==> src/hw/rtl/utd_pkg.sv <==
// Shared types, constants and lead-byte decode for the UTF-8 decoder.
`timescale 1ns / 1ps
`default_nettype none
package utd_pkg;

   localparam int unsigned CP_W    = 31;
   localparam int unsigned COUNT_W = 3;

   localparam logic [COUNT_W-1:0] SINGLE_BYTE = 3'd1;
   localparam logic [1:0]         CONT_TAG    = 2'b10;

   // Result of classifying one byte as a lead byte
   typedef struct packed {
      logic [COUNT_W-1:0] len;   // 0 = not a lead byte
      logic [4:0]         pay;   // payload bits of the lead byte
   } lead_type;

   // Work handed from the front to the back: a flush of the open sequence
   // (lead byte plus taken continuation bytes), then an optional tail result
   typedef struct packed {
      logic [COUNT_W-1:0] flush_n;
      logic [7:0]         lead;
      logic [CP_W-1:0]    acc;
      logic               tail_valid;
      logic [CP_W-1:0]    tail_value;
      logic [COUNT_W-1:0] tail_count;
      logic               stream_end;
   } cmd_type;

   function automatic lead_type decode_lead(input logic [7:0] b);
      lead_type d;
      d = '0;
      if ((b & 8'hE0) == 8'hC0) begin
         d.len = 3'd2;
         d.pay = b[4:0] & 5'h1F;
      end else if ((b & 8'hF0) == 8'hE0) begin
         d.len = 3'd3;
         d.pay = {1'b0, b[3:0]};
      end else if ((b & 8'hF8) == 8'hF0) begin
         d.len = 3'd4;
         d.pay = {2'b0, b[2:0]};
      end else if ((b & 8'hFC) == 8'hF8) begin
         d.len = 3'd5;
         d.pay = {3'b0, b[1:0]};
      end else if ((b & 8'hFE) == 8'hFC) begin
         d.len = 3'd6;
         d.pay = {4'b0, b[0]};
      end
      return d;
   endfunction

endpackage
`default_nettype wire

==> src/hw/rtl/utd_if.sv <==
// Valid/ready channel interfaces for the byte input and the code point output.
`timescale 1ns / 1ps
`default_nettype none
interface utd_req_if;
   logic       valid;
   logic       ready;
   logic [7:0] data_byte;
   logic       stream_end;

   modport source (output valid, output data_byte, output stream_end, input ready);
   modport sink   (input valid, input data_byte, input stream_end, output ready);
endinterface

interface utd_rsp_if;
   logic                                 valid;
   logic                                 ready;
   logic [utd_pkg::CP_W-1:0]             code_point;
   logic [utd_pkg::COUNT_W-1:0]          byte_count;
   logic                                 run_last;
   logic                                 final_char;

   modport source (output valid, output code_point, output byte_count,
                   output run_last, output final_char, input ready);
   modport sink   (input valid, input code_point, input byte_count,
                   input run_last, input final_char, output ready);
endinterface
`default_nettype wire

==> src/hw/rtl/utd_front.sv <==
// Front end: accepts bytes, tracks the open sequence and issues commands.
`timescale 1ns / 1ps
`default_nettype none
module utd_front (
   input  logic              clock,
   input  logic              reset,
   utd_req_if.sink           req_if,
   input  logic              q_full,
   output logic              push,
   output utd_pkg::cmd_type  cmd
);

   logic [7:0]                     lead_ff, lead_in;
   logic [utd_pkg::CP_W-1:0]       acc_ff, acc_in;
   logic [utd_pkg::COUNT_W-1:0]    exp_ff, exp_in;
   logic [utd_pkg::COUNT_W-1:0]    taken_ff, taken_in;

   logic                           accept;
   logic                           open_seq;
   logic                           is_cont;
   logic [utd_pkg::CP_W-1:0]       acc_new;
   logic [utd_pkg::COUNT_W-1:0]    taken_new;
   utd_pkg::lead_type              dec;

   assign req_if.ready = !q_full;
   assign accept       = req_if.valid && !q_full;
   assign open_seq     = exp_ff != '0;
   assign is_cont      = req_if.data_byte[7:6] == utd_pkg::CONT_TAG;
   assign acc_new      = {acc_ff[utd_pkg::CP_W-7:0], req_if.data_byte[5:0]};
   assign taken_new    = taken_ff + utd_pkg::SINGLE_BYTE;
   assign dec          = utd_pkg::decode_lead(req_if.data_byte);

   always_comb begin
      lead_in  = lead_ff;
      acc_in   = acc_ff;
      exp_in   = exp_ff;
      taken_in = taken_ff;
      cmd      = '0;
      if (open_seq && is_cont) begin
         if (taken_new >= exp_ff) begin
            // sequence complete
            cmd.tail_valid = 1'b1;
            cmd.tail_value = acc_new;
            cmd.tail_count = exp_ff;
            lead_in  = '0;
            acc_in   = '0;
            exp_in   = '0;
            taken_in = '0;
         end else if (req_if.stream_end) begin
            // cut short by the end of the stream: drop to single bytes
            cmd.flush_n = taken_new;
            cmd.lead    = lead_ff;
            cmd.acc     = acc_new;
            lead_in  = '0;
            acc_in   = '0;
            exp_in   = '0;
            taken_in = '0;
         end else begin
            acc_in   = acc_new;
            taken_in = taken_new;
         end
      end else begin
         if (open_seq) begin
            // bad continuation: flush what was taken, then decode afresh
            cmd.flush_n = taken_ff;
            cmd.lead    = lead_ff;
            cmd.acc     = acc_ff;
         end
         if (dec.len != '0 && !req_if.stream_end) begin
            lead_in  = req_if.data_byte;
            acc_in   = {{(utd_pkg::CP_W-5){1'b0}}, dec.pay};
            exp_in   = dec.len;
            taken_in = utd_pkg::SINGLE_BYTE;
         end else begin
            // plain byte, or a lead byte at the very end: stands for itself
            cmd.tail_valid = 1'b1;
            cmd.tail_value = {{(utd_pkg::CP_W-8){1'b0}}, req_if.data_byte};
            cmd.tail_count = utd_pkg::SINGLE_BYTE;
            lead_in  = '0;
            acc_in   = '0;
            exp_in   = '0;
            taken_in = '0;
         end
      end
      cmd.stream_end = req_if.stream_end;
   end

   assign push = accept && (cmd.flush_n != '0 || cmd.tail_valid);

   always_ff @(posedge clock) begin
      if (reset) begin
         lead_ff  <= '0;
         acc_ff   <= '0;
         exp_ff   <= '0;
         taken_ff <= '0;
      end else if (accept) begin
         lead_ff  <= lead_in;
         acc_ff   <= acc_in;
         exp_ff   <= exp_in;
         taken_ff <= taken_in;
      end
   end

`ifndef ASSERT_OFF
   a_taken_bounded: assert property (@(posedge clock) disable iff (reset)
      taken_ff <= exp_ff)
      else $error("utd_front: more bytes taken than the sequence length");

   a_open_consistent: assert property (@(posedge clock) disable iff (reset)
      (exp_ff == '0) == (taken_ff == '0))
      else $error("utd_front: sequence length and taken count disagree");
`endif

endmodule
`default_nettype wire

==> src/hw/rtl/utd_cmd_queue.sv <==
// Short command queue between the front and back ends.
`timescale 1ns / 1ps
`default_nettype none
module utd_cmd_queue #(
   parameter int unsigned DEPTH = 2
) (
   input  logic              clock,
   input  logic              reset,
   input  logic              push,
   input  utd_pkg::cmd_type  push_cmd,
   output logic              full,
   input  logic              pop,
   output logic              head_valid,
   output utd_pkg::cmd_type  head_cmd
);

   localparam int unsigned PTR_W = (DEPTH > 1) ? $clog2(DEPTH) : 1;
   localparam int unsigned CNT_W = $clog2(DEPTH + 1);
   localparam logic [PTR_W-1:0] LAST_PTR = PTR_W'(DEPTH - 1);
   localparam logic [CNT_W-1:0] FULL_CNT = CNT_W'(DEPTH);

   utd_pkg::cmd_type        slot_ff [DEPTH];
   logic [PTR_W-1:0]        wr_ptr_ff, rd_ptr_ff;
   logic [CNT_W-1:0]        count_ff;

   assign full       = count_ff == FULL_CNT;
   assign head_valid = count_ff != '0;
   assign head_cmd   = slot_ff[rd_ptr_ff];

   always_ff @(posedge clock) begin
      if (push) begin
         slot_ff[wr_ptr_ff] <= push_cmd;
      end
   end

   always_ff @(posedge clock) begin
      if (reset) begin
         wr_ptr_ff <= '0;
         rd_ptr_ff <= '0;
         count_ff  <= '0;
      end else begin
         if (push) begin
            wr_ptr_ff <= (wr_ptr_ff == LAST_PTR) ? '0 : wr_ptr_ff + 1'b1;
         end
         if (pop) begin
            rd_ptr_ff <= (rd_ptr_ff == LAST_PTR) ? '0 : rd_ptr_ff + 1'b1;
         end
         if (push && !pop) begin
            count_ff <= count_ff + 1'b1;
         end else if (pop && !push) begin
            count_ff <= count_ff - 1'b1;
         end
      end
   end

`ifndef ASSERT_OFF
   a_no_overflow: assert property (@(posedge clock) disable iff (reset)
      full |-> !push)
      else $error("utd_cmd_queue: push into a full queue");
`endif

endmodule
`default_nettype wire

==> src/hw/rtl/utd_back.sv <==
// Back end: expands each command into results, one per cycle unless stalled.
`timescale 1ns / 1ps
`default_nettype none
module utd_back (
   input  logic              clock,
   input  logic              reset,
   input  logic              head_valid,
   input  utd_pkg::cmd_type  head_cmd,
   output logic              pop,
   utd_rsp_if.source         rsp_if
);

   logic [utd_pkg::COUNT_W-1:0]   idx_ff, idx_in;
   logic                          out_valid_ff;
   logic [utd_pkg::CP_W-1:0]      cp_ff;
   logic [utd_pkg::COUNT_W-1:0]   cnt_ff;
   logic                          run_last_ff;
   logic                          final_ff;

   logic                          advance;
   logic                          take;
   logic                          in_flush;
   logic                          last_item;
   logic [utd_pkg::COUNT_W-1:0]   n_items;
   logic [utd_pkg::COUNT_W-1:0]   group_sel;
   logic [5:0]                    group_bits;
   logic [utd_pkg::CP_W-1:0]      item_cp;
   logic [utd_pkg::COUNT_W-1:0]   item_cnt;

   assign advance   = !out_valid_ff || rsp_if.ready;
   assign take      = advance && head_valid;
   assign n_items   = head_cmd.flush_n + {{(utd_pkg::COUNT_W-1){1'b0}}, head_cmd.tail_valid};
   assign in_flush  = idx_ff < head_cmd.flush_n;
   assign last_item = (idx_ff + utd_pkg::SINGLE_BYTE) == n_items;
   assign pop       = take && last_item;
   assign idx_in    = last_item ? '0 : idx_ff + utd_pkg::SINGLE_BYTE;

   // continuation byte k of the flush sits at six-bit group (taken - 1 - k)
   assign group_sel = head_cmd.flush_n - utd_pkg::SINGLE_BYTE - idx_ff;

   always_comb begin
      case (group_sel[1:0])
         2'd0:    group_bits = head_cmd.acc[5:0];
         2'd1:    group_bits = head_cmd.acc[11:6];
         2'd2:    group_bits = head_cmd.acc[17:12];
         2'd3:    group_bits = head_cmd.acc[23:18];
         default: group_bits = '0;
      endcase
   end

   always_comb begin
      if (in_flush && idx_ff == '0) begin
         item_cp  = {{(utd_pkg::CP_W-8){1'b0}}, head_cmd.lead};
         item_cnt = utd_pkg::SINGLE_BYTE;
      end else if (in_flush) begin
         item_cp  = {{(utd_pkg::CP_W-8){1'b0}}, utd_pkg::CONT_TAG, group_bits};
         item_cnt = utd_pkg::SINGLE_BYTE;
      end else begin
         item_cp  = head_cmd.tail_value;
         item_cnt = head_cmd.tail_count;
      end
   end

   always_ff @(posedge clock) begin
      if (reset) begin
         idx_ff       <= '0;
         out_valid_ff <= 1'b0;
      end else if (take) begin
         idx_ff       <= idx_in;
         out_valid_ff <= 1'b1;
      end else if (advance) begin
         out_valid_ff <= 1'b0;
      end
   end

   always_ff @(posedge clock) begin
      if (take) begin
         cp_ff       <= item_cp;
         cnt_ff      <= item_cnt;
         run_last_ff <= last_item;
         final_ff    <= last_item && head_cmd.stream_end;
      end
   end

   assign rsp_if.valid      = out_valid_ff;
   assign rsp_if.code_point = cp_ff;
   assign rsp_if.byte_count = cnt_ff;
   assign rsp_if.run_last   = run_last_ff;
   assign rsp_if.final_char = final_ff;

`ifndef ASSERT_OFF
   a_idx_in_range: assert property (@(posedge clock) disable iff (reset)
      head_valid |-> idx_ff < n_items)
      else $error("utd_back: item index beyond the command's results");
`endif

endmodule
`default_nettype wire

==> src/hw/rtl/utf8_to_codepoint_decoder_top.sv <==
// Top level of the UTF-8 to code point decoder.
//
//   channel  dir  payload                                        handshake
//   req_if   in   data_byte[7:0], stream_end                     valid/ready
//   rsp_if   out  code_point[30:0], byte_count[2:0], run_last,   valid/ready
//                 final_char
//
// A byte is accepted whenever the command queue has room, so a clean stream
// runs at one byte per cycle. Each command is played out by the back end at
// one result per cycle while rsp_if is ready, so a fallback yielding N results
// (N up to 6) holds the queue head and stalls the input once the queue fills.
// A byte's command is registered in a queue slot, then its result in the back end.
// Reset is synchronous and clears the open sequence, the queue and the output.
// The queue lets the front keep accepting while rsp_if is stalled, until it fills.
`timescale 1ns / 1ps
`default_nettype none
module utf8_to_codepoint_decoder_top #(
   parameter int unsigned QUEUE_DEPTH = 2
) (
   input  logic      clock,
   input  logic      reset,
   utd_req_if.sink   req_if,
   utd_rsp_if.source rsp_if
);

   // front to queue
   logic             push;
   utd_pkg::cmd_type push_cmd;
   logic             q_full;

   // queue to back
   logic             pop;
   logic             head_valid;
   utd_pkg::cmd_type head_cmd;

   // Classify each byte and advance the sequence state
   utd_front u_front (
      .clock  (clock),
      .reset  (reset),
      .req_if (req_if),
      .q_full (q_full),
      .push   (push),
      .cmd    (push_cmd)
   );

   // Decouple the byte rate from bursts of fallback results
   utd_cmd_queue #(
      .DEPTH (QUEUE_DEPTH)
   ) u_queue (
      .clock      (clock),
      .reset      (reset),
      .push       (push),
      .push_cmd   (push_cmd),
      .full       (q_full),
      .pop        (pop),
      .head_valid (head_valid),
      .head_cmd   (head_cmd)
   );

   // Play each command out as one or more result transactions
   utd_back u_back (
      .clock      (clock),
      .reset      (reset),
      .head_valid (head_valid),
      .head_cmd   (head_cmd),
      .pop        (pop),
      .rsp_if     (rsp_if)
   );

endmodule
`default_nettype wire

==> src/flat_wrapper.sv <==
// flat-port wrapper written by rule: the top's interface ports become plain ports
module utf8_to_codepoint_decoder_top_flat 
#(
   parameter int unsigned QUEUE_DEPTH = 2
)
  (clock, reset, req_if_valid, req_if_data_byte, req_if_stream_end, req_if_ready, rsp_if_valid, rsp_if_code_point, rsp_if_byte_count, rsp_if_run_last, rsp_if_final_char, rsp_if_ready);
  utd_req_if req_if_i ();
  utd_rsp_if rsp_if_i ();
  input  logic clock;
  input  logic reset;
  input wire logic [$bits(req_if_i.valid)-1:0] req_if_valid;
  input wire logic [$bits(req_if_i.data_byte)-1:0] req_if_data_byte;
  input wire logic [$bits(req_if_i.stream_end)-1:0] req_if_stream_end;
  output wire logic [$bits(req_if_i.ready)-1:0] req_if_ready;
  output wire logic [$bits(rsp_if_i.valid)-1:0] rsp_if_valid;
  output wire logic [$bits(rsp_if_i.code_point)-1:0] rsp_if_code_point;
  output wire logic [$bits(rsp_if_i.byte_count)-1:0] rsp_if_byte_count;
  output wire logic [$bits(rsp_if_i.run_last)-1:0] rsp_if_run_last;
  output wire logic [$bits(rsp_if_i.final_char)-1:0] rsp_if_final_char;
  input wire logic [$bits(rsp_if_i.ready)-1:0] rsp_if_ready;
  assign req_if_i.valid = req_if_valid;
  assign req_if_i.data_byte = req_if_data_byte;
  assign req_if_i.stream_end = req_if_stream_end;
  assign req_if_ready = req_if_i.ready;
  assign rsp_if_valid = rsp_if_i.valid;
  assign rsp_if_code_point = rsp_if_i.code_point;
  assign rsp_if_byte_count = rsp_if_i.byte_count;
  assign rsp_if_run_last = rsp_if_i.run_last;
  assign rsp_if_final_char = rsp_if_i.final_char;
  assign rsp_if_i.ready = rsp_if_ready;
  utf8_to_codepoint_decoder_top #(.QUEUE_DEPTH(QUEUE_DEPTH)) u_core (.clock(clock), .reset(reset), .req_if(req_if_i), .rsp_if(rsp_if_i));
endmodule
==> config.mk <==
export PLATFORM = sky130hd
export DESIGN_NAME = utf8_to_codepoint_decoder_top_flat
export DESIGN_NICKNAME = d
export VERILOG_FILES = /design/src/hw/rtl/utd_pkg.sv /design/src/hw/rtl/utd_if.sv /design/src/hw/rtl/utd_front.sv /design/src/hw/rtl/utd_cmd_queue.sv /design/src/hw/rtl/utd_back.sv /design/src/hw/rtl/utf8_to_codepoint_decoder_top.sv /design/src/flat_wrapper.sv
export SDC_FILE = /design/constraint.sdc
export NUM_CORES = 1
export LEC_CHECK = 0
export BUFFER_PORTS_ARGS = -buffer_cell sky130_fd_sc_hd__buf_2
export CAP_MARGIN = 20
export CELL_PAD_IN_SITES_DETAIL_PLACEMENT = 2
export CELL_PAD_IN_SITES_GLOBAL_PLACEMENT = 2
export CORE_MARGIN = 2
export CORE_UTILIZATION = 47
export CTS_CLUSTER_SIZE = 25
export DETAILED_ROUTE_END_ITERATION = 8
export MAX_ROUTING_LAYER = met4
export PLACE_DENSITY = 0.83
export SLEW_MARGIN = 20
export SYNTH_ARGS = -nofsm -noshare
export SYNTH_HDL_FRONTEND = slang
export SYNTH_SLANG_ARGS = --single-unit
==> constraint.sdc <==
create_clock -name clock -period 14.85 [get_ports clock]
set_input_delay 0.7425 -clock clock [delete_from_list [all_inputs] [get_ports clock]]
set_output_delay 0.7425 -clock clock [all_outputs]
set_load 0.005 [all_outputs]
==> impl_metrics.csv, run 1 <==
group,metric,value,unit
power_and_ir_drop,pwr-share-seq,44.1,%
finish,fin_area,0.0107,mm^2
route,detail-route-antenna-nets,0,
sta,slew_headroom,25.7,%
sta,final.period_utilization,30.3,%
route,firstDrtPassIters,5,
placement,dp_hpwl,17200,um
global_route,grt_pass1_vias,6682,
logic_synthesis,postSynthCellCount,692,
job,drv_cap,0,
finish,area_delta_synth_final,13.9,%
global_route,grt.total_usage,26.8,%
sta,hold_violations,0,
cts,worstSkewPairLatency,520,ps
worst_hold_path,whs_path_depth,2,
route,vias,6026,
power_and_ir_drop,pwr-share-comb,25.5,%
power_and_ir_drop,netSwitchingPower,0.636,mW
setup_path,worstSetupEndpointType,"flip-flop",
cts,cts.sinks,226,
floorplanning,fp-row-count,51,
cts,clockBufferDepth,3,
sta,drv_slew,0,
power_and_ir_drop,peakVddDrop,0.104,mV
floorplanning,io-pin-count,51,
cts,path_clk_slew,60,ps
sta,period_minus_slack,4500,ps
setup_path,cp-start-kind,"flip-flop",
cts,root_buffer,"clkbuf_16",
cts,cts_tree,"yes",
logic_synthesis,mappedNetlistNets,717,
logic_synthesis,post_synth_instance_area,0.00939,mm^2
sta,tightest_slew,1110,ps
power_and_ir_drop,switching_share,31.7,%
global_route,antenna_found_initial,0,
setup_path,crit_arrival,4640,ps
finish,diodes,0,
route,drt-initial-drc-count,361,
global_route,grt_pass1_wl,41900,um
logic_synthesis,ys_types,59,
sta,max_freq,222,MHz
sta,final-setup-viol-count,0,
finish,multiInputGateArea,0.00288,mm^2
finish,seqCellArea,0.00631,mm^2
logic_synthesis,seq_area_frac_synth,67.2,%
setup_path,criticalPathCategory,"flip-flop to flip-flop",
floorplanning,die_area,0.0211,mm^2
cts,hold_buffers,0,
power_and_ir_drop,clkPwrFrac,30.4,%
route,wl_per_cell,26.9,um
logic_synthesis,synth-seq-cells,226,
logic_synthesis,yosys_warnings,0,
cts,cts_setup_buffers,0,
floorplanning,die_width,145,um
power_and_ir_drop,p_per_area,187,mW/mm^2
placement,place_congestion,0.835,
floorplanning,die_y,145,um
route,routed_wl,27400,um
worst_hold_path,hp-class,"flip-flop to flip-flop",
floorplanning,core,0.0195,mm^2
power_and_ir_drop,p_leak,3.76,nW
setup_path,critPathRequiredTime,15000,ps
route,viasPerCell,5.90,
cts,cts_made_buffers,24,
logic_synthesis,synthArstFlopShare,0,%
finish,layout-drive-gt1-share,18.0,%
route,drc_errors,0,
placement,postPlaceCellArea,0.00988,mm^2
finish,fill_cells,1812,
logic_synthesis,synth.avg_cell_area,13.6,um^2
sta,clock_skew,13.1,ps
global_route,grt_max_degree,55,
sta,rsz0062_at_grt,"no",
status,status,"finished clean",
global_route,grt-ovfl-total,0,
placement,port_buffers,50,
setup_path,path_max_fanout,48,
setup_path,reg2reg_depth,9,
cts,cts_resized,0,
sta,setup_tns,0,ps
sta,hold_slack,463,ps
logic_synthesis,yosys_most_used_dff,"edfxtp_1",
finish,nets,764,
power_and_ir_drop,p_int,1.37,mW
logic_synthesis,synth_edf_count,178,
cts,htree_levels,1,
floorplanning,start_util,48.1,%
-- worst max-delay path, cell delays in order, from the launching register on --
cell	delay (ps)
dfxtp_1	400
ha_1	230
xor2_1	300
ha_1	330
a21oi_1	310
o21ai_4	320
nor4_1	630
or3_1	250
and3_2	620
buf_4	670
-- final cells by class --
class | count | area share, %
multi-input cells | 415 | 27.0
flip-flops and latches | 226 | 59.0
clock inverters | 11 | 0.994
clock buffers | 33 | 6.50
inverters | 12 | 0.421
well taps | 265 | 3.10
repair buffers | 60 | 3.04
-- path summary, 6_finish.rpt --
| path | from | to | slack, ps |
|---|---|---|---|
| worst max-delay path | u_core.u_front.taken_ff[1] | u_core.u_queue.slot_ff[1][38] | 10350 |
| worst min-delay path | u_core.u_front.lead_ff[3] | u_core.u_front.lead_ff[3] | 460 |
| worst max register to register | u_core.u_front.taken_ff[1] | u_core.u_queue.slot_ff[1][38] | 10350 |
| worst min register to register | u_core.u_front.lead_ff[3] | u_core.u_front.lead_ff[3] | 460 |
-- through the flow --
step                      instances  power (mW)  utilization [%]  setup slack, ps
after global routing           1022        2.09             54.8            10000
after CTS                      1022        2.02             54.7            10240
after floorplan                 692        1.20                -             7740
after global placement          978        1.35             50.6            10980
final                          1022        2.00             54.8            10350
after detailed placement        978        1.40             50.6            10500
-- power by group through the flow --
stage | Sequential [mW] | Combinational (mW) | Clock (mW)
floorplan | 0.883 | 0.316 | 0
global placement | 0.880 | 0.470 | 0
detailed placement | 0.894 | 0.506 | 0
CTS | 0.885 | 0.516 | 0.617
global route | 0.896 | 0.557 | 0.637
finish | 0.883 | 0.511 | 0.610
-- routing by layer --
metal | vias up | wire length (um) | global-route usage [%]
met5 | - | 0 | -
met2 | 175 | 14000 | 46.0
li1 | 2674 | - | -
met3 | 61 | 1130 | 3.42
met4 | 0 | 801 | 7.94
met1 | 3116 | 11500 | 33.7
-- sequential cells by signal, summed over array words and instances, names as in the netlist, 3 cells and up, named ones only --
register                         flops
u_core.u_back.idx_ff                 3
u_core.u_queue.slot_ff             142
u_core.u_back.rsp_if.byte_count      3
u_core.u_front.taken_ff              3
u_core.u_back.rsp_if.code_point     31
u_core.u_front.exp_ff                3
u_core.u_front.lead_ff               8
u_core.u_front.acc_ff               25
-- cells in the mapped netlist, types with 4 or more instances --
cell	n	share of area, %
and2_1	6	0.40
o21ai_0	11	0.59
mux4_2	7	1.7
mux2_2	9	1.1
a211oi_1	6	0.48
nor3_1	8	0.43
nor2b_1	17	1.1
edfxtp_1	178	57
inv_1	11	0.44
buf_1	4	0.16
nor2_1	41	1.6
clkbuf_1	17	0.68
nand3_1	12	0.64
and3_1	27	1.8
a22o_1	26	2.4
dfxtp_1	48	10
a31oi_1	4	0.27
nand2b_1	9	0.60
ha_1	12	1.6
buf_4	5	0.40
buf_2	13	0.69
nand2_1	79	3.2
o211ai_1	6	0.48
xor2_1	7	0.65
a21oi_1	45	2.4
mux2i_1	41	4.4
-- cells by family after synthesis --
logic type,after synthesis,synth area share [%]
flip-flops,226,67.2
XOR/XNOR,11,1.17
buffers and inverters,51,2.41
multiplexers,59,7.69
adder cells (fa/ha/maj),12,1.60
AO/OA/AOI/OAI,118,8.58
AND/OR/NAND/NOR,215,11.4
-- placed cells by master (no fill, tap or decap), drive strengths merged, types with 11 or more instances in the layout --
master    n
a21oi    45
a22o     26
and3     27
buf      60
clkbuf   33
dfxtp    48
edfxtp  178
ha       12
inv      11
mux2i    41
nand2    81
nand3    12
nor2     43
nor2b    17
o21ai    12
Note: power is estimated with default switching activity, not from simulation.
==> run 2: changes to the inputs <==
Settings changed: CORE_UTILIZATION 47 to 39, PLACE_DENSITY 0.83 to 0.73.
Clock period 14.85 ns to 3.7 ns, I/O delays scaled along.
==> impl_metrics.csv, run 2 (same netlist as run 1, synthesis figures left out) <==
group,metric,value,unit
placement,postPlaceCellArea,0.0101,mm^2
worst_hold_path,hp-class,"input port to flip-flop",
route,drc_errors,0,
status,status,"finished clean",
finish,area_delta_synth_final,16.5,%
sta,setup_tns,0,ps
route,wl_per_cell,23.8,um
power_and_ir_drop,finalPower,8.15,mW
cts,cts_tree,"yes",
setup_path,path_max_fanout,52,
finish,largest_register_ffs,142,
finish,diodes,0,
route,viasPerCell,5.50,
cts,htree_levels,1,
cts,path_clk_slew,60,ps
route,drt-initial-drc-count,369,
sta,drv_slew,0,
finish,layout_commonest_cell,"edfxtp_1",
cts,cts_made_buffers,25,
floorplanning,core,0.0235,mm^2
cts,cts.sinks,226,
placement,dp_hpwl,16300,um
global_route,grt_pass1_wl,40000,um
power_and_ir_drop,peakVddDrop,0.380,mV
route,routed_wl,25800,um
setup_path,critPathRequiredTime,3940,ps
sta,hold_violations,0,
global_route,grt_max_degree,72,
placement,place_congestion,0.810,
cts,root_buffer,"clkbuf_16",
job,drv_cap,0,
setup_path,reg2reg_depth,6,
finish,fin_area,0.0109,mm^2
floorplanning,die_width,159,um
floorplanning,fp-row-count,56,
floorplanning,start_util,39.9,%
sta,final-setup-viol-count,0,
sta,slew_headroom,26.7,%
global_route,grt.total_usage,21.1,%
finish,top_register,"u_core.u_queue.slot_ff",
setup_path,crit_arrival,3380,ps
sta,tightest_slew,1100,ps
sta,final.period_utilization,85.0,%
route,detail-route-antenna-nets,0,
setup_path,cp-start-kind,"flip-flop",
finish,fill_cells,2301,
setup_path,criticalPathCategory,"flip-flop to flip-flop",
worst_hold_path,whs_path_depth,1,
setup_path,worstSetupEndpointType,"flip-flop",
finish,layout-drive-gt1-share,19.2,%
floorplanning,die_area,0.0253,mm^2
finish,nets,773,
floorplanning,io-pin-count,51,
sta,clock_skew,12.4,ps
global_route,grt-ovfl-total,0,
cts,worstSkewPairLatency,520,ps
placement,port_buffers,50,
finish,multiInputGateArea,0.00292,mm^2
finish,final_cell_mix,"edfxtp_1 (178), nand2_1 (79), buf_2 (50)",
global_route,grt_pass1_vias,6566,
global_route,antenna_found_initial,0,
sta,period_minus_slack,3140,ps
cts,cts_resized,0,
power_and_ir_drop,p_per_area,745,mW/mm^2
sta,rsz0062_at_grt,"no",
cts,clockBufferDepth,3,
finish,seqCellArea,0.00631,mm^2
route,vias,5970,
power_and_ir_drop,p_leak,3.81,nW
placement,dp_cells,1038,
floorplanning,die_y,159,um
route,firstDrtPassIters,4,
finish,final_cells,1086,
sta,max_freq,318,MHz
run 2: routing by layer:
layer / GRT usage [%] / up-vias / share of wire (%) / routed length, um
li1: - / 2698 / - / -
met1: 26.4 / 3111 / 44 / 11300
met2: 36.2 / 122 / 51 / 13200
met3: 2.94 / 39 / 3.7 / 944
met4: 5.50 / 0 / 1.8 / 452
met5: - / - / 0 / 0
run 2: area by class of cell:
type / instances / share of cell area (%)
Tap cell: 319 / 3.65
Timing Repair Buffer: 68 / 3.80
Sequential cell: 226 / 57.7
Inverter: 12 / 0.412
Clock inverter: 14 / 1.56
Multi-Input combinational cell: 415 / 26.7
Clock buffer: 32 / 6.23
run 2: report_power, final:
group / total (mW) / switching [mW] / internal (mW) / leakage (nW)
Combinational: 2.08 / 1.33 / 0.749 / 1.30
Clock: 2.59 / 1.01 / 1.58 / 0.415
Sequential: 3.48 / 0.155 / 3.33 / 2.09
Total: 8.15 / 2.50 / 5.65 / 3.81
run 2: worst paths after layout:
kind	startpoint	endpoint	slack [ps]
max	u_core.u_front.exp_ff[0]	u_core.u_queue.slot_ff[1][74]	560
min	req_if_stream_end	u_core.u_queue.slot_ff[1][0]	20
max reg2reg	u_core.u_front.exp_ff[0]	u_core.u_queue.slot_ff[1][74]	560
min reg2reg	u_core.u_front.lead_ff[5]	u_core.u_front.lead_ff[5]	460
run 2: through the flow:
step           util [%]  setup WS (ps)  hold slack, ps
6_report           46.5            556            24.1
5_1_grt            46.5            397            25.5
4_1_cts            46.5            564            6.27
3_5_place_dp       42.8            587             456
3_3_place_gp       42.8            766             434
2_1_floorplan         -          -12.6             284
run 2: critical path, cell delays in order (launching register included):
cell and delay, ps:
dfxtp_1 410, nor3_1 110, nor2_2 850, a31oi_2 250, or3_1 460, and3_2 420
buf_12 290
run 2: what timing repair did:
item,in CTS,in global routing
hold endpoints to repair,3,0
hold buffers,2,0
setup buffers,0,0
setup endpoints to repair,0,0
==> run 3: changes to the inputs <==
Clock period 3.7 ns to 2.7 ns, I/O delays scaled along.
==> impl_metrics.csv, run 3 (same netlist as run 1, synthesis figures left out) <==
group,metric,value,unit
worst_hold_path,min-delay-start,"req_if_data_byte[4]",
floorplanning,die_y,159,um
power_and_ir_drop,pwr-share-comb,29.9,%
global_route,grt_pass1_vias,6787,
power_and_ir_drop,peakVddDrop,0.463,mV
route,routed_wl,28200,um
sta,clock_skew,13.0,ps
sta,tightest_slew,937,ps
setup_path,cpPeakStageDelay,380,ps
finish,area_delta_synth_final,23.5,%
setup_path,cp-start-kind,"flip-flop",
worst_hold_path,hold_end,"u_core.u_front.lead_ff[4]",
route,viasPerCell,5.45,
cts,htree_levels,1,
sta,period_minus_slack,2700,ps
setup_path,path_cells,"ha_4 > xor2_4 > ha_4 > a21oi_4 > o21a_4 > a31oi_4 > or3_4 > and3_4 > buf_12 > clkbuf_16",
placement,postPlaceCellArea,0.0103,mm^2
route,vias,6120,
worst_hold_path,hp-class,"input port to flip-flop",
finish,multiInputGateArea,0.00307,mm^2
global_route,antenna_found_initial,0,
cts,worstSkewPairLatency,520,ps
power_and_ir_drop,pwr-share-seq,41.6,%
cts,clockBufferDepth,3,
setup_path,criticalPathCategory,"flip-flop to flip-flop",
global_route,grt_max_degree,41,
setup_path,reg2reg_depth,10,
setup_path,r2r-start,"u_core.u_front.taken_ff[0]",
setup_path,r2r_slack,2,ps
cts,cts_made_buffers,25,
finish,top_register,"u_core.u_queue.slot_ff",
finish,fill_cells,2290,
job,drv_cap,0,
placement,place_ws,-183,ps
floorplanning,fp-row-count,56,
finish,largest_register_ffs,142,
sta,drv_slew,0,
finish,diodes,0,
cts,cts.sinks,226,
power_and_ir_drop,p_leak,4.10,nW
setup_path,path_common_cell,"ha_4",
setup_path,slowest_stage,"dfxtp_2",
setup_path,cpLargestDelayFamily,"simple AND/OR/NAND/NOR gates",
setup_path,path_max_fanout,12,
status,status,"finished clean",
power_and_ir_drop,switching_share,31.3,%
placement,dp_hpwl,18000,um
worst_hold_path,whs_path_depth,3,
finish,final_cell_mix,"edfxtp_1 (178), nand2_1 (78), buf_2 (50)",
sta,setup_slack,2.25,ps
sta,final-setup-viol-count,0,
floorplanning,io-pin-count,51,
floorplanning,core,0.0235,mm^2
power_and_ir_drop,clkPwrFrac,28.6,%
setup_path,path_buf_inv,2,
sta,slew_headroom,36.9,%
cts,root_buffer,"clkbuf_16",
finish,nets,810,
route,drc_errors,0,
route,wl_per_cell,25.1,um
power_and_ir_drop,p_per_area,989,mW/mm^2
sta,rsz0062_at_grt,"yes",
placement,dp_cells,1051,
placement,place_congestion,0.819,
setup_path,critPathRequiredTime,2980,ps
floorplanning,die_area,0.0253,mm^2
setup_path,crit_arrival,2980,ps
finish,layout_commonest_cell,"edfxtp_1",
setup_path,reg2reg_to,"u_core.u_queue.slot_ff[1][49]",
global_route,grt_pass1_wl,41700,um
finish,layout-drive-gt1-share,24.5,%
global_route,grt-ovfl-total,0,
cts,path_clk_slew,60,ps
sta,final.period_utilization,99.9,%
finish,final_cells,1123,
power_and_ir_drop,netSwitchingPower,3.59,mW
floorplanning,die_width,159,um
power_and_ir_drop,p_int,7.87,mW
route,drt-initial-drc-count,327,
sta,max_freq,371,MHz
setup_path,worstSetupEndpointType,"flip-flop",
finish,seqCellArea,0.00632,mm^2
sta,hold_violations,0,
cts,cts_tree,"yes",
floorplanning,start_util,39.9,%
route,detail-route-antenna-nets,0,
global_route,grt.total_usage,22.0,%
finish,fin_area,0.0116,mm^2
route,firstDrtPassIters,4,
placement,port_buffers,50,
## run 3: worst max-delay path by stage
stage	from	endpoint	slack, ps	depth (start not counted)
finish	u_core.u_front.taken_ff[0]	u_core.u_queue.slot_ff[1][49]	2	10
global route	u_core.u_front.taken_ff[0]	u_core.u_queue.slot_ff[1][55]	-60	11
CTS	u_core.u_front.taken_ff[1]	u_core.u_queue.count_ff[1]	5	12
detailed placement	u_core.u_front.exp_ff[2]	u_core.u_queue.count_ff[1]	-180	9
global placement	u_core.u_front.taken_ff[1]	u_core.u_queue.count_ff[1]	30	12
floorplan	u_core.u_front.taken_ff[1]	u_core.u_queue.slot_ff[0][0]	-1010	8
## run 3: metrics by stage
step | hold WS (ps) | TNS, ps | util, % | total power [mW]
final | 46.0 | 0 | 49.2 | 11.5
after global routing | 39.3 | -1970 | 49.2 | 12.0
after CTS | 8.51 | 0 | 47.7 | 11.3
after detailed placement | 443 | -9140 | 43.6 | 7.91
after global placement | 421 | 0 | 43.6 | 7.71
after floorplan | 234 | -71980 | - | 6.69
## run 3: final cells by class
class / instances / area share, %
clock buffer: 32 / 5.97
tap: 319 / 3.44
clock inverter: 14 / 0.831
multi-input combinational: 415 / 26.5
inverter: 12 / 0.389
sequential: 226 / 54.5
timing repair buffer: 105 / 8.36
## run 3: power by group through the flow
stage               Sequential [mW]  Clock, mW  Combinational, mW
floorplan                      4.83          0               1.87
global placement               4.79          0               2.92
detailed placement             4.84          0               3.07
CTS                            4.78       3.34               3.17
global route                   4.83       3.47               3.71
finish                         4.77       3.27               3.42
## run 3: timing repair
item	in CTS	in global routing
cloned	1	10
setup endpoints to repair	166	159
setup buffers	4	7
hold endpoints to repair	5	0
resized for setup	13	16
pin swaps	3	6
hold buffers	4	0
## run 3: tightest hold or removal path: stages
cell     delay [ps]
buf_2           200
nand3_1         120
a21oi_1          70
## run 3: metal layers
metal	track usage (%)	vias to the layer above	wire length (um)
li1	-	2772	-
met1	27.1	3210	12000
met2	38.8	103	14900
met3	2.53	35	846
met4	5.17	0	495
met5	-	-	0
